--- src/cba_pkg.sv ---
`default_nettype none
// ----------------------------------------------------------------------------
// cba_pkg
// Shared types and constants of the caching block allocator.
// ----------------------------------------------------------------------------
package cba_pkg;

    localparam int IDLE_ENTRIES = 32;
    localparam int LIVE_ENTRIES = 64;

    localparam int SIZE_W  = 41;
    localparam int ADDR_W  = 48;
    localparam int STAMP_W = 16;

    localparam int IDLE_AW  = (IDLE_ENTRIES > 1) ? $clog2(IDLE_ENTRIES) : 1;
    localparam int LIVE_AW  = (LIVE_ENTRIES > 1) ? $clog2(LIVE_ENTRIES) : 1;
    localparam int SCAN_MAX = (IDLE_ENTRIES > LIVE_ENTRIES) ? IDLE_ENTRIES : LIVE_ENTRIES;
    localparam int SCAN_CW  = $clog2(SCAN_MAX + 1);
    localparam int REN_CW   = $clog2(IDLE_ENTRIES + 1);

    localparam logic [ADDR_W-1:0]  BUDGET_RESET = 48'd1073741824;
    localparam logic [SIZE_W-1:0]  REQ_CAP      = 41'h100_0000_0000;
    localparam logic [SIZE_W-1:0]  SMALL_LIMIT  = 41'd524288;
    localparam logic [SIZE_W-1:0]  MIN_BLOCK    = 41'd256;
    localparam logic [SIZE_W-1:0]  LARGE_STEP   = 41'd1048576;
    localparam logic [STAMP_W-1:0] STAMP_LIMIT  = 16'hFFFF;

    typedef enum logic [2:0] {
        RES_HIT      = 3'd0,
        RES_GRANT    = 3'd1,
        RES_RELEASED = 3'd2,
        RES_FAIL     = 3'd3,
        RES_BAD_FREE = 3'd4,
        RES_FULL     = 3'd5,
        RES_NULL     = 3'd6
    } cba_status_t;

    typedef enum logic [3:0] {
        ST_IDLE,
        ST_ALLOC_SCAN,
        ST_ALLOC_DECIDE,
        ST_TRIM_SCAN,
        ST_TRIM_REL,
        ST_FREE_SCAN,
        ST_FREE_DECIDE,
        ST_REN_SCAN,
        ST_REN_WRITE,
        ST_FREE_STORE,
        ST_EMIT
    } cba_state_t;

    typedef struct packed {
        logic [SIZE_W-1:0]  size;
        logic [ADDR_W-1:0]  addr;
        logic [STAMP_W-1:0] stamp;
    } cba_idle_t;

    typedef struct packed {
        logic [ADDR_W-1:0] addr;
        logic [SIZE_W-1:0] size;
    } cba_live_t;

endpackage : cba_pkg
`default_nettype wire

--- src/cba_round.sv ---
`default_nettype none
// ----------------------------------------------------------------------------
// cba_round
// Rounds a requested byte count to the block size the cache hands out.
// ----------------------------------------------------------------------------
module cba_round
    import cba_pkg::*;
(
    input  wire logic [SIZE_W-1:0] req_bytes,
    output logic      [SIZE_W-1:0] need_bytes
);

    logic [SIZE_W-1:0] capped;
    logic [19:0]       smear;
    logic [19:0]       pow2;
    logic [SIZE_W:0]   large_sum;

    always_comb
    begin
        // clamp oversized requests
        capped = (req_bytes > REQ_CAP) ? REQ_CAP : req_bytes;
        // next power of two by smearing the bits of n-1
        smear = capped[19:0] - 20'd1;
        smear = smear | (smear >> 1);
        smear = smear | (smear >> 2);
        smear = smear | (smear >> 4);
        smear = smear | (smear >> 8);
        smear = smear | (smear >> 16);
        pow2  = smear + 20'd1;
        // large requests round up to whole megabytes
        large_sum = {1'b0, capped} + {1'b0, LARGE_STEP - 41'd1};
        large_sum = large_sum & ~{1'b0, LARGE_STEP - 41'd1};
        if (capped <= SMALL_LIMIT)
        begin
            need_bytes = ({21'd0, pow2} < MIN_BLOCK) ? MIN_BLOCK : {21'd0, pow2};
        end
        else
        begin
            need_bytes = large_sum[SIZE_W-1:0];
        end
    end

endmodule : cba_round
`default_nettype wire

--- config.mk ---
export PLATFORM = sky130hd
export DESIGN_NAME = cba_round
export DESIGN_NICKNAME = d
export VERILOG_FILES = /design/src/cba_pkg.sv /design/src/cba_round.sv
export SDC_FILE = /design/constraint.sdc
export NUM_CORES = 1
export LEC_CHECK = 0
export ABC_AREA = 1
export BUFFER_PORTS_ARGS = -buffer_cell sky130_fd_sc_hd__buf_2
export CORE_MARGIN = 5
export CORE_UTILIZATION = 49
export DETAILED_ROUTE_END_ITERATION = 6
export PLACE_DENSITY_LB_ADDON = 0.25
export REMOVE_ABC_BUFFERS = 1
export SYNTH_ARGS = -nofsm -noshare
export SYNTH_HDL_FRONTEND = slang
export SYNTH_SLANG_ARGS = --single-unit
--- constraint.sdc ---
create_clock -name vclk -period 3.66
set_clock_uncertainty 0.15 [all_clocks]
set_input_delay 0.183 -clock vclk [all_inputs]
set_output_delay 0.183 -clock vclk [all_outputs]
set_load 0.1 [all_outputs]
==> summary by stage, run 1 <==
Outcome
The first error in the log reads "[ERROR DPL-0038] Utilization greater than 100%, impossible to legalize". The flow did not finish. The flow halted during 4_1_cts.

Logic synthesis
The cell count after synthesis came out at 485. A synthesized cell averages 5.015 um^2. The number of warning messages in the yosys log is 0. Synthesis instantiated 43 different standard cells from the library. The proportion of synthesized chip area in sequential cells is 0. In this run the cell area of the synthesized design comes to 2432 um^2.

Floorplan
For this configuration, the core starts out at a cell density of 0.5082. Pin placement for this block handled 82 I/O pins. Measured along the y axis, the die boundary spans 80.46 um.

The count of standard-cell rows is 25. In this run the horizontal extent of the chip is 80.46 um.

Placed design
Routability-driven placement finished with a final weighted congestion of 1.039. The count of input and output buffers is 78. The estimated wirelength of the detail-placed design is 8.956 mm.

Clocking
The post-CTS setup buffer count is 52. The post-CTS resize count is 83. The hold-fix buffer count after cts is 0.
[stage by stage]
step	worst slack [ps]	cell area [um^2]	instances	hold slack, ps	setup TNS (ps)
2_1_floorplan	-1893	2328	474	721.9	-19790
3_5_place_dp	-719.4	4091	723	741.6	-7836
3_3_place_gp	-277.6	4091	723	714.4	-2148
[synth_stat cells, drive strengths merged]
cell type	instances	area share
a31oi	1	0.0026
buf	13	0.046
o41ai	9	0.043
o211ai	1	0.0031
o21bai	2	0.0077
o31ai	5	0.023
o22ai	1	0.0026
and2	2	0.0051
ha	4	0.021
clkbuf	1	0.0015
conb	1	0.0015
a21o	1	0.0031
nand3	46	0.099
nor3	14	0.031
nor2	103	0.18
a21oi	11	0.023
inv	90	0.14
xnor2	5	0.018
nand4	15	0.039
xor2	14	0.054
o21ai	22	0.045
nand2	118	0.20
or2	3	0.0077
nor4	3	0.0077
[cell families after synthesis]
family / Yosys count / share of synthesized area
other cells: 1 / 0.001542
xor+xnor: 19 / 0.07150
compound gates: 53 / 0.1533
simple gates: 304 / 0.5669
buf+inv: 104 / 0.1862
fa+ha+maj: 4 / 0.02058
==> run 2, diff against run 1 <==
--- a/config.mk
+++ b/config.mk
@@ -8,9 +8,9 @@
 export ABC_AREA = 1
 export BUFFER_PORTS_ARGS = -buffer_cell sky130_fd_sc_hd__buf_2
 export CORE_MARGIN = 5
-export CORE_UTILIZATION = 49
+export CORE_UTILIZATION = 35
 export DETAILED_ROUTE_END_ITERATION = 6
-export PLACE_DENSITY_LB_ADDON = 0.25
+export PLACE_DENSITY_LB_ADDON = 0.15
 export REMOVE_ABC_BUFFERS = 1
 export SYNTH_ARGS = -nofsm -noshare
 export SYNTH_HDL_FRONTEND = slang
==> constraint.sdc (replaced) <==
create_clock -name vclk -period 4.75
set_clock_uncertainty 0.15 [all_clocks]
set_input_delay 0.2375 -clock vclk [all_inputs]
set_output_delay 0.2375 -clock vclk [all_outputs]
set_load 0.1 [all_outputs]
==> summary by stage, run 2 <==
Placed design
The pre-CTS worst setup slack is 239.1 ps (+958.5 ps). The count of input and output buffers was 78 (unchanged). The post-place instance area was 3114 um^2 (-24%). The global placement routability congestion is 0.9225 (-11%). The number of placed instances with taps included came to 655 (-9.4%).

The estimated wirelength of the detail-placed design was 7.069 mm (-21%).

Global routing
The initial antenna violation count is 0. The number of global-route vias before repair is 3,011. The combined global-route utilization of all metal layers is 0.1885. The final global-route overflow total is 0. Entering global routing, the biggest net connects 21 pins. The wire length of the first global-routing pass is 13.83 mm.

Logic synthesis
Sorting the synthesized cells by how often they occur yields 105 x nand2_1, 88 x nor2_1, 83 x inv_1, 44 x nand3_1, 19 x o21ai_0. The most instantiated library cell after synthesis is nand2_1. The post-synthesis cell type count came to 43 (unchanged). The most area-hungry cell type in the Yosys netlist is nand2_1. The number of warning messages in the yosys log is 0 (unchanged).

The mean area per synthesized cell is 5.015 um^2 (unchanged). The count of mapped cells out of synthesis was 485 (unchanged). By area the synthesized netlist is led by nand2_1 16%, nor2_1 14%, inv_1 13%, nand3_1 9.1%, xor2_1 4.7%. The proportion of synthesized chip area in sequential cells was 0 (unchanged). The netlist area before placement is 2432 um^2 (unchanged). The fraction of synthesized cell area taken by the top area cell type is 0.1620 (unchanged).

STA
The number of max-slew violations in the final report was 0. The worst path needs 4276 ps of the cycle, external delays included. The hold violation total from the final report was 0. The timing-limited maximum frequency is 233.8 MHz. The number of endpoints failing setup at the final stage is 0.

The headroom to the max-slew limit is 0.5631. The minimum hold slack is 890.4 ps. Setup repair after global routing left no endpoint under its margin. Setup slack on the critical path of the routed design comes to 473.7 ps. For the pin with the worst max-slew slack, the measured transition is 646.8 ps. The final total negative setup slack is 0 ps.

The final period utilization is 0.9003.

Layout
The count of sequential standard cells is 0. In the final layout, the share of cells above drive strength 1 is 0.2397. In the finished layout, the clock tree contains a buffer count of 0.

The leading cell type in the layout, fill and taps excluded is nand2_1. The sequential cells in the finished layout cover a total of 0 um^2. After the last flow step, the layout net total stands at 606.

The number of non-filler instances in the completed layout is 656. The design area is 3163 um^2. The top cell types in the final layout, fill and taps aside, are 105 x nand2_1, 87 x nor2_1, 83 x inv_1.

At the end of the flow the core is filled with cells to 0.4656. Relative to the synthesized area, the layout overhead comes to 30.04%.

Worst setup path
The most common cell type on the critical path is nand2_1. The worst setup path is captured at an output pin. The category of the worst setup path launch point is an input port. The endpoint arrival time on the critical path is 3890 ps. At the worst endpoint, the required time is 4360 ps. The stage delay of the slowest cell on the critical path is 230 ps. The combined buffer and inverter count along the critical path is 4. The critical path runs through a total of 32 cells. The critical path's slowest cell is ha_2. The cell family contributing the most delay on the critical path is simple AND/OR/NAND/NOR gates. The start-to-end type of the worst setup path is input port to output pin. In this run the worst path has a maximum fanout of 11.

Route
For this block, the via count after detailed routing is 3,201. For this block, the routed nets add up to 8.207 mm of wire. In the final routed layout, each cell accounts on average for 12.51 um. The number of detailed-route iterations in the first pass is 4. Dividing the detail-routed via count by the number of cells gives 4.880. The remaining number of nets flagged by the antenna check after routing is 0. For this run, design rule violations remaining after detail routing come to 0. The DRC violation total after the first TritonRoute iteration is 154.

Power and ir drop
In this run the static leakage power is 1.711 nW. The fraction of power spent switching nets is 0.7482. The overall power is 332.2 uW. Of the total power, combinational logic draws 1.000. The share of total power dissipated in sequential elements is 0.

For this design the total switching power over the nets is 248.6 uW. The total internal power is 83.66 uW. The share of total power dissipated in the clock network is 0. The peak ir drop on the vdd network is 0.05373 mV.

The power per cell area is 105.0 nW/um^2.

Flow run
Across the run, the number of max-cap violations was 0.

Clocking
The post-CTS setup buffer count is 0 (-100%). The hold-fix buffer count after cts is 0 (unchanged). The post-CTS resize count came to 0 (-100%).

Outcome
The flow ran to the end, and the final reports show no timing, DRC or antenna violations.

Floorplan
The count of boundary I/O pins is 82 (unchanged). The chip height was 93.37 um (+16%). The area of the placeable core is 6794 um^2. The die covers 8717 um^2. The count of standard-cell rows came to 30 (+20%). The width of the die is 93.37 um (+16%).

The starting density of the core is 0.3580 (-0.1502).

Worst hold path
The worst hold path terminates at need_bytes[40]. The worst min-delay path startpoint is req_bytes[38]. The tightest min-delay check is of the input port to output pin type.

Counting instances, the worst hold path has a depth of 4.
[run 2: cell counts after synthesis]
Identical to the previous run, type by type.
[run 2: cell type report]
cell class                 instances  area (um^2)
fill                             753         3631
tap                               96        120.1
inverter                          90        337.8
antenna                            1        2.502
timing repair buffer              85        665.6
multi-input combinational        384         2037
[run 2: how the worst max path moves through the flow]
stage                       start       endpoint  slack (ps)
global placement    req_bytes[37]  need_bytes[1]         320
detailed placement  req_bytes[37]  need_bytes[8]         240
global route        req_bytes[37]  need_bytes[1]          50
CTS                 req_bytes[37]  need_bytes[8]         220
floorplan           req_bytes[37]  need_bytes[9]        -910
finish              req_bytes[29]  need_bytes[1]         470
[run 2: cells by family (layout without fill, tap and decap cells)]
group | count (synthesis) | in the layout | synth area share
buffers and inverters | 104 | 175 | 0.1862
XOR/XNOR | 19 | 19 | 0.07150
AO/OA/AOI/OAI | 53 | 53 | 0.1533
adder cells (fa/ha/maj) | 4 | 4 | 0.02058
other | 1 | 5 | 0.001542
AND/OR/NAND/NOR | 304 | 304 | 0.5669
[run 2: per-layer routing]
layer / track usage / routed length, um / vias up
met5: 0 / 0 / -
met4: 0.01587 / 68 / 0
met3: 0.007241 / 527 / 6
met2: 0.3317 / 3768 / 98
met1: 0.2635 / 3843 / 1413
li1: - / - / 1684
[run 2: power groups by stage]
stage               logic, mW  clock network [mW]  registers [mW]
global placement        0.328                   0               0
finish                  0.332        0.0000000282               0
floorplan               0.243                   0               0
detailed placement      0.328                   0               0
global route            0.365                   0               0
CTS                     0.329                   0               0
Note: power is estimated with default switching activity, not from simulation.
